===== config.mk =====
export PLATFORM = sky130hd
export DESIGN_NAME = pgoc_div
export DESIGN_NICKNAME = d
export VERILOG_FILES = /design/src/rtl/core/point_grid_occupancy_counter_top_macros.svh /design/src/rtl/core/pgoc_pkg.sv /design/src/rtl/core/pgoc_div.sv
export SDC_FILE = /design/constraint.sdc
export NUM_CORES = 1
export LEC_CHECK = 0
export BUFFER_PORTS_ARGS = -buffer_cell sky130_fd_sc_hd__buf_2
export CORE_UTILIZATION = 45
export DETAILED_ROUTE_END_ITERATION = 12
export GPL_ROUTABILITY_DRIVEN = 0
export GPL_TIMING_DRIVEN = 0
export PLACE_DENSITY_LB_ADDON = 0.2
export SYNTH_ARGS = -nofsm -noshare
export SYNTH_HDL_FRONTEND = slang
export SYNTH_SLANG_ARGS = --single-unit

===== constraint.sdc =====
create_clock -name clk -period 2.9 [get_ports clk]
set_input_delay 0.29 -clock clk [delete_from_list [all_inputs] [get_ports clk]]
set_output_delay 0.29 -clock clk [all_outputs]
set_load 0.05 [all_outputs]

===== src/rtl/core/point_grid_occupancy_counter_top_macros.svh =====
// Assertion macros for the point grid occupancy counter.
// Included by the files that carry concurrent checks; no other dependencies.
`ifndef POINT_GRID_OCCUPANCY_COUNTER_TOP_MACROS_SVH
`define POINT_GRID_OCCUPANCY_COUNTER_TOP_MACROS_SVH
`ifndef SYNTHESIS
// Same-cycle implication, disabled during reset.
`define PGOC_ASSERT_IMP(lbl, clk, rst, ante, cons) \
  lbl: assert property (@(posedge clk) disable iff (rst) (ante) |-> (cons)) \
    else $error("pgoc: same-cycle check failed");
// Next-cycle implication, disabled during reset.
`define PGOC_ASSERT_NXT(lbl, clk, rst, ante, cons) \
  lbl: assert property (@(posedge clk) disable iff (rst) (ante) |=> (cons)) \
    else $error("pgoc: next-cycle check failed");
`else
`define PGOC_ASSERT_IMP(lbl, clk, rst, ante, cons)
`define PGOC_ASSERT_NXT(lbl, clk, rst, ante, cons)
`endif
`endif


===== src/rtl/core/pgoc_pkg.sv =====
// Shared types and constants for the point grid occupancy counter.
// No dependencies; imported by every module of the block.
package pgoc_pkg;

  localparam int COORD_W    = 20;  // point coordinate, signed, 8 fraction bits
  localparam int CS_W       = 16;  // cell size register
  localparam int HE_W       = 19;  // half extent register
  localparam int COUNT_W    = 16;  // per-cell count
  localparam int OCC_W      = 17;  // occupied cell total
  localparam int OUT_IDX_W  = 8;   // reported row / column
  localparam int CFG_DATA_W = 19;  // widest config register
  localparam int CFG_IDX_W  = 1;

  localparam logic [CS_W-1:0]    CELL_SIZE_RST   = 16'd256;
  localparam logic [HE_W-1:0]    HALF_EXTENT_RST = 19'd25600;
  localparam logic [COUNT_W-1:0] COUNT_MAX       = '1;
  localparam logic [OCC_W-1:0]   OCC_MAX         = '1;

  localparam logic [CFG_IDX_W-1:0] CFG_CELL_SIZE   = 1'b0;
  localparam logic [CFG_IDX_W-1:0] CFG_HALF_EXTENT = 1'b1;

  typedef enum logic [1:0] {
    KIND_ADD   = 2'd0,
    KIND_CLEAR = 2'd1,
    KIND_FETCH = 2'd2,
    KIND_NONE  = 2'd3
  } kind_t;

  typedef enum logic [3:0] {
    S_CLEAR,
    S_IDLE,
    S_ACHK,
    S_DIVX,
    S_DIVY_GO,
    S_DIVY,
    S_AIDX,
    S_ARD,
    S_AWR,
    S_FSCAN
  } state_t;

endpackage


===== src/rtl/core/pgoc_div.sv =====
// Iterative restoring divider, one quotient bit per cycle.
// Depends on pgoc_pkg for operand widths.
module pgoc_div
  import pgoc_pkg::*;
(
  input  logic               clk,
  input  logic               rst,
  input  logic               start,
  input  logic [COORD_W-1:0] dividend,
  input  logic [CS_W-1:0]    divisor,
  output logic               done,
  output logic [COORD_W-1:0] quotient
);

  localparam int CNT_W = $clog2(COORD_W + 1);

  logic [CS_W-1:0]    rem;
  logic [CS_W-1:0]    dvs;
  logic [COORD_W-1:0] quo;
  logic [CNT_W-1:0]   cnt;
  logic               run;

  logic [CS_W:0]      rem_sh;
  logic [CS_W:0]      trial;
  logic               ge;

  assign rem_sh   = {rem, quo[COORD_W-1]};
  assign trial    = rem_sh - {1'b0, dvs};
  assign ge       = rem_sh >= {1'b0, dvs};
  assign quotient = quo;

  always_ff @(posedge clk) begin
    if (rst) begin
      run  <= 1'b0;
      done <= 1'b0;
      cnt  <= '0;
    end else begin
      done <= !start && run && (cnt == CNT_W'(1));
      if (start) begin
        run <= 1'b1;
        cnt <= CNT_W'(COORD_W);
      end else if (run) begin
        cnt <= cnt - 1'b1;
        if (cnt == CNT_W'(1)) begin
          run <= 1'b0;
        end
      end
    end
  end

  // Datapath: load operands on start, shift one bit per step.
  always_ff @(posedge clk) begin
    if (start) begin
      rem <= '0;
      quo <= dividend;
      dvs <= divisor;
    end else if (run) begin
      rem <= ge ? trial[CS_W-1:0] : rem_sh[CS_W-1:0];
      quo <= {quo[COORD_W-2:0], ge};
    end
  end

endmodule


### Word-level counts from Yosys, hierarchy flattened

Index checks and enable logic that the tools add are counted.

| word-level totals | value |
|---|---|
| register bits after elaboration | 59 |
| input bits | 39 |
| output and inout bits | 21 |
| logic and storage cells | 24 |

| cells by class | value |
|---|---|
| add/subtract/negate cells | 2 |
| $lt $le $gt $ge | 1 |
| equal/unequal tests | 1 |
| multiplexer cells | 8 |
| reductions and logical operators | 5 |

Operators by type and width:

| operator | number |
|---|---|
| 20-bit 2-to-1 mux | 2 |
| 17-bit by 16-bit >= comparator with 1-bit output | 1 |
| 16-bit 2-to-1 mux | 1 |
| 16-bit subtractor | 1 |
| 5-bit 2-to-1 mux | 2 |
| 5-bit by 1-bit equality test with 1-bit output, second input constant | 1 |
| 5-bit by 1-bit subtractor with 5-bit output, second input constant | 1 |
| 1-bit 2-to-1 mux | 3 |
| 1-bit logical AND | 2 |
| 2-bit nonzero test | 1 |
| 2-bit OR reduction | 1 |
| 1-bit logical NOT | 1 |

### Longest topological paths before layout

Gate-level depths: netlist of the first run.

| logic depth | value |
|---|---|
| depth after elaboration | 4 |
| depth in mapped cells | 11 |
| depth with buffers taken out | 9 |

### Worst setup path after synthesis of the first run

OpenSTA, ideal clock, no wires.

| timing | value |
|---|---|
| path kind | register to register |
| start point | register quo[19], in the netlist quotient[19] |
| end point | register rem[10] |
| library setup time | 0.129 ns |
| arrival | 2.480 ns |
| data required time | 2.771 ns |
| setup slack | 0.291 ns |
| cell stages (with the launch flop) | 10 |
| buffers on the path | 0 |
| period minus slack after synthesis | 2.609 ns |
| path through | edfxtp_1 -> inv_1 -> ha_1 -> fa_1 -> nor2b_1 -> o211ai_1 -> a2bb2oi_1 -> mux2_2 -> o21ai_0 -> o21ai_0 |

| between the ends | value |
|---|---|
| cells in the longest elaborated chain, start to end | 2 |
| elaborated cells on any way between the ends | 3 |
| classes of those cells | add/sub: 1; order compare: 1; mux: 1 |

RTL lines:

| element | line | source |
|---|---|---|
| start: declaration | pgoc_div.sv:19 | `logic [COORD_W-1:0] quo;` |
| start signal: assignment | pgoc_div.sv:55 | `quo <= dividend;` |
| start signal: assignment | pgoc_div.sv:59 | `quo <= {quo[COORD_W-2:0], ge};` |
| 16-bit subtractor or 17-bit by 16-bit >= comparator with 1-bit output (tied branches) | pgoc_div.sv:28, pgoc_div.sv:29 |  |
| 16-bit 2-to-1 mux * | pgoc_div.sv:58 | `rem <= ge ? trial[CS_W-1:0] : rem_sh[CS_W-1:0];` |
| end signal: assignment | pgoc_div.sv:58 |  |
| end: declaration | pgoc_div.sv:17 | `logic [CS_W-1:0] rem;` |

Every way passes the cells marked *; elsewhere a longest branch is shown, timed or not.
A chain may end at the register's enable or synchronous reset.

### Worst setup path in the final report of the first run

| timing | value |
|---|---|
| start point | register dvs[4] |
| end point | register quo[0], in the netlist quotient[0] (data pin) |

| between the ends | value |
|---|---|
| cells in the longest elaborated chain, start to end | 3 |

RTL lines:

| element | line | source |
|---|---|---|
| start: declaration | pgoc_div.sv:18 | `logic [CS_W-1:0] dvs;` |
| start signal: assignment | pgoc_div.sv:56 | `dvs <= divisor;` |
| 17-bit by 16-bit >= comparator with 1-bit output | pgoc_div.sv:29 | `assign ge = rem_sh >= {1'b0, dvs};` |
| 20-bit 2-to-1 mux | pgoc_div.sv:57 | `end else if (run) begin` |
| 20-bit 2-to-1 mux | pgoc_div.sv:53 | `if (start) begin` |

Every way passes these cells. The select of a mux whose other input is x is not followed.

==> qor.yml, run 1 <==
synth:
  ys_warn_count: 0
  synthArstFlopShare: 0
  synth_top_family_by_area: "compound AO/OA/AOI/OAI gates"
  synth_edf_count: 36
  synth_compound_area_frac: 0.151
  synthCells: 318
  synth_top_area_share: 0.330
  synth_xor_area_frac: 0.0320
  synth.area.mux_share: 0.0809
  synthTopCellsByArea: "edfxtp_1 (33%), dfxtp_1 (14%), ha_1 (6.9%)"
  netlist_area_um2: 3280
  synth_cell_types: 57
  synth_adder_area_share: 0.0748
  ys_seq_area_frac: 0.470
  ys_seq_elements: 59
  synth_top_cell_by_area: "edfxtp_1"
  synth.avg_cell_area_um2: 10.3
  syn-num-nets: 376
  yosys.area_share.simple: 0.139
  synth_ff_type: "edfxtp_1"
setup_path:
  r2r_cells: 9
  critPathRequiredTime_ns: 2.97
  cp-end-kind: "flip-flop"
  ff2ff_setup_slack_ns: 0.30
  start_kind: "flip-flop"
  crit_fanout: 10
  regToRegEndpoint: "quotient[0]"
  rr_startpoint: "dvs[4]"
  path_class: "reg2reg"
  worst_ep_arrival_time_ns: 2.67
route:
  first_pass_iters: 5
  drc: 0
  antenna_left: 0
  via_per_inst: 5.35
  wl_per_cell_um: 14.6
  finalWirelength_um: 7160
  drt-initial-drc-count: 186
  vias: 2614
floorplan:
  core_area_um2: 6910
  fp.dieW_um: 87.4
  row_count: 30
  start_util: 0.475
  dieArea_um2: 7630
  fp.dieH_um: 87.4
  ioPinCount: 60
global_routing:
  grt_use_total: 0.200
  overflow: 0
  grt_max_degree: 21
  grt_pass1_vias: 2359
  antenna_found_initial: 0
  grt_first_pass_wirelength_um: 11200
min_path:
  min_to: "dvs[10]"
  hold_class: "in2reg"
  holdCritStartpoint: "divisor[10]"
  min_path_cells: 1
clock_network:
  post-cts-setup-buffers: 0
  cts_sinks: 59
  cts_buffers: 9
  cts_max_level: 3
  path_clk_slew_ns: 0.08
  clk_latency_ns: 0.35
  cts_resized: 0
  cts_buffer_depth: 2
  cts_root_buf: "clkbuf_8"
  cts_tree: "built"
  ctsHoldBuffers: 0
placement:
  hpwl_um: 5140
  placed_area_um2: 3690
  port_buffers: 59
  pre_cts_ws_ns: 0.336
final_layout:
  diodes: 0
  nets: 446
  final_area_um2: 3860
  drive_gt1_frac: 0.272
  syn_to_final_growth_pct: 17.8
timing:
  worst_slew_pin_slew_ns: 0.755
  finalHoldViolCount: 0
  rsz0062_at_grt: "false"
  maxSlewViolCount: 0
  layout_setup_ws_ns: 0.304
  fin_crit_ns: 2.60
  max_freq_mhz: 385
  period_share: 0.895
  tns_ns: 0
  setup_viol_count_final: 0
  relSlewSlack: 0.496
  fin_skew_ns: 0.0113
pwr:
  power_density_nw_per_um2: 542
  leakagePower_nw: 1.61
  ir_drop_uv: 459
status:
  status: "completed"
flow_run:
  cap_viol_max_count: 0
[stage by stage]
| stage | util | hold slack, ns | cells | total power [mW] |
|---|---|---|---|---|
| finish | 0.559 | 0.112 | 489 | 2.09 |
| global route | 0.559 | 0.103 | 489 | 2.19 |
| CTS | 0.559 | 0.0999 | 489 | 2.11 |
| detailed placement | 0.535 | 0.465 | 473 | 1.46 |
| global placement | 0.535 | 0.465 | 473 | 1.45 |
| floorplan | - | 0.362 | 318 | 1.34 |
[layout make-up]
class / count / area [um2]
fill: 644 / 3040
multi-input combinational: 218 / 1570
sequential: 59 / 1540
timing repair buffer: 59 / 295
clock buffer: 9 / 124
tap: 96 / 120
inverter: 25 / 93.8
buffer: 16 / 75.1
clock inverter: 7 / 43.8
[per-layer routing]
layer | part of all wire | global-route usage
met1 | 0.47 | 0.263
met2 | 0.45 | 0.307
met3 | 0.060 | 0.0550
met4 | 0.019 | 0.0924
met5 | 0 | 0
[critical path, stage by stage, from the launching register on]
cell and delay [ns]:
edfxtp_1 0.34, inv_1 0.04, ha_1 0.34, a21o_1 0.25
a211o_1 0.29, o211ai_2 0.30, a31o_1 0.21, buf_6 0.15
buf_2 0.27, o21ai_0 0.12
[how the worst max path moves through the flow]
| stage | start | to | cells after the start |
|---|---|---|---|
| 2_1_floorplan | quotient[19] | rem[10] | 9 |
| 3_3_place_gp | dvs[4] | quotient[0] | 9 |
| 3_5_place_dp | dvs[4] | quotient[0] | 9 |
| 4_1_cts | dvs[4] | quotient[0] | 9 |
| 5_1_grt | dvs[4] | quotient[0] | 9 |
| 6_report | dvs[4] | quotient[0] | 9 |
[cells in the mapped netlist, types with 3 or more instances]
cell type   n
clkbuf_1    9
xnor2_1     9
ha_1       18
mux2i_1     4
nor3_1     10
nand2b_1    4
a311oi_1    3
o311ai_0    3
nand3_1    10
a32oi_1     4
dfxtp_1    23
nand2_1    21
inv_1      25
nor2_1     24
a211oi_1    4
a21o_1      3
mux2_2     20
o21ai_0    15
buf_2       6
a21oi_1    12
nor3b_1     3
nor4_1      4
edfxtp_1   36
o211ai_1    4
xor2_1      3
[kinds of logic (layout without fill, tap and decap cells)]
logic type,count (synthesis),in the layout
AOI/OAI and AO/OA,71,71
xor gates and xnor gates,12,12
adders and majority gates,19,19
buffers and inverters,41,116
DFF,59,59
muxes,24,24
and+or+nand+nor,92,92
[where the power goes]
part	internal, mW	switching (mW)
combinational	0.161	0.287
sequential	0.961	0.0296
clock	0.306	0.347
[flip-flops by register name (all words and copies together), names as in the netlist]
register,count
cnt,5
done,1
rem,16
dvs,16
quotient,20
run,1
[cell usage in the layout (no fill, tap or decap), types with 3 or more instances in the layout]
cell      instances
a21oi_1          12
a32oi_1           4
mux2_2           20
nand2_1          21
a21o_1            3
ha_1             18
o211ai_1          4
nor3b_1           3
dfxtp_1          23
inv_1            25
nand2b_1          4
nor3_1           10
nor2_1           24
mux2i_1           4
edfxtp_1         36
xnor2_1           9
a311oi_1          3
clkinv_2          4
a211oi_1          4
nand3_1          10
xor2_1            3
o311ai_0          3
clkbuf_1          9
nor4_1            4
o21ai_0          15
clkbuf_8          9
buf_2            65
No activity file was read; power rests on OpenSTA's default activity.
==> inputs of run 2 (changes only) <==
- REMOVE_ABC_BUFFERS: not set -> 1
==> run 2 against run 1 <==
Compared with the run above:
- power up 6.8%
- design area down 0.26%
- flip-flop and latch count did not move
- die area stayed put
==> qor.yml, run 2 (synthesis gave the netlist of run 1 again) <==
status:
  status: "completed"
flow_run:
  cap_viol_max_count: 0
setup_path:
  r2r_cells: 7
  cp-end-kind: "flip-flop"
  critPathRequiredTime_ns: 3.13
  worst_ep_arrival_time_ns: 2.94
  rr_startpoint: "rem[13]"
  crit_fanout: 18
  path_class: "reg2reg"
  ff2ff_setup_slack_ns: 0.19
  start_kind: "flip-flop"
  regToRegEndpoint: "rem[5]"
route:
  finalWirelength_um: 6620
  drc: 0
  vias: 2588
  via_per_inst: 5.47
  antenna_left: 0
  drt-initial-drc-count: 106
  wl_per_cell_um: 14.0
  first_pass_iters: 4
min_path:
  min_path_cells: 1
  hold_class: "in2reg"
  min_to: "dvs[4]"
  holdCritStartpoint: "divisor[4]"
global_routing:
  grt_use_total: 0.191
  grt_max_degree: 51
  overflow: 0
  grt_pass1_vias: 2397
  grt_first_pass_wirelength_um: 11100
  antenna_found_initial: 0
timing:
  period_share: 0.933
  worst_slew_pin_slew_ns: 1.03
  max_freq_mhz: 369
  setup_viol_count_final: 0
  maxSlewViolCount: 0
  fin_skew_ns: 0.00987
  whs_ns: 0.124
  finalHoldViolCount: 0
  relSlewSlack: 0.311
  fin_crit_ns: 2.71
floorplan:
  fp.dieW_um: 87.4
  fp.dieH_um: 87.4
  row_count: 30
  start_util: 0.475
  dieArea_um2: 7630
  core_area_um2: 6910
  ioPinCount: 60
final_layout:
  fin_util: 0.558
  drive_gt1_frac: 0.263
  n_fill_cell: 663
  diodes: 0
  syn_to_final_growth_pct: 17.5
  mostFrequentLayoutCells: "buf_2 (59), edfxtp_1 (36), inv_1 (25)"
  largest_reg_flops: 20
  final_common_cell: "buf_2"
  nets: 430
placement:
  hpwl_um: 4520
  port_buffers: 59
pwr:
  power_density_nw_per_um2: 580
  leakagePower_nw: 1.59
  ir_drop_uv: 439
clock_network:
  cts_buffers: 9
  cts_resized: 1
  cts_tree: "built"
  cts_buffer_depth: 2
  cts_sinks: 59
  clk_latency_ns: 0.34
  ctsHoldBuffers: 0
  cts_max_level: 3
  cts_root_buf: "clkbuf_8"
  post-cts-setup-buffers: 0
  path_clk_slew_ns: 0.07
-- run 2: per-layer routing --
layer / up-vias / global-route usage / wire (um)
met3: 13 / 0.0370 / 282
li1: 1286 / - / -
met4: 0 / 0.0939 / 153
met1: 1226 / 0.260 / 3070
met5: - / 0 / 0
met2: 63 / 0.290 / 3110
-- run 2: layout make-up --
type                       count  area [um2]  area share
clock buffer                  11         131      0.0341
clock inverter                 5        77.6      0.0201
inverter                      25        93.8      0.0244
multi-input combinational    218        1590       0.413
sequential                    59        1540       0.400
tap                           96         120      0.0312
timing repair buffer          59         295      0.0766
-- run 2: stage by stage --
| stage | worst slack, ns | cells | total power [mW] | setup TNS (ns) | cell area, um2 |
|---|---|---|---|---|---|
| final | 0.193 | 473 | 2.23 | 0 | 3850 |
| after global placement | -0.0276 | 457 | 1.44 | -0.0276 | 3620 |
| after floorplan | 0.292 | 302 | 1.33 | 0 | 3200 |
| after global routing | -0.0191 | 473 | 2.34 | -0.0256 | 3850 |
| after CTS | 0.114 | 473 | 2.25 | 0 | 3830 |
| after detailed placement | -0.0179 | 457 | 1.45 | -0.0179 | 3620 |
-- run 2: where the power goes --
group / leakage [nW] / internal [mW] / switching, mW
logic: 0.941 / 0.159 / 0.279
clock network: 0.105 / 0.482 / 0.321
registers: 0.546 / 0.961 / 0.0325
total: 1.59 / 1.60 / 0.633
-- run 2: worst max path at each step --
| stage | slack, ns | from | depth (start not counted) | end |
|---|---|---|---|---|
| final | 0.19 | rem[13] | 7 | rem[5] |
| after global routing | -0.02 | dvs[14] | 8 | rem[5] |
| after CTS | 0.11 | dvs[14] | 8 | rem[5] |
| after detailed placement | -0.02 | dvs[8] | 8 | rem[7] |
| after global placement | -0.03 | dvs[8] | 8 | rem[7] |
| after floorplan | 0.29 | quotient[19] | 9 | rem[10] |
-- run 2: worst max-delay path, cell delays in order (launching register included) --
cell      delay (ns)
dfxtp_1         0.34
ha_1            0.41
a21o_1          0.22
a211oi_1        0.34
a21boi_0        0.55
a31o_4          0.39
nand2_1         0.09
a311oi_1        0.27
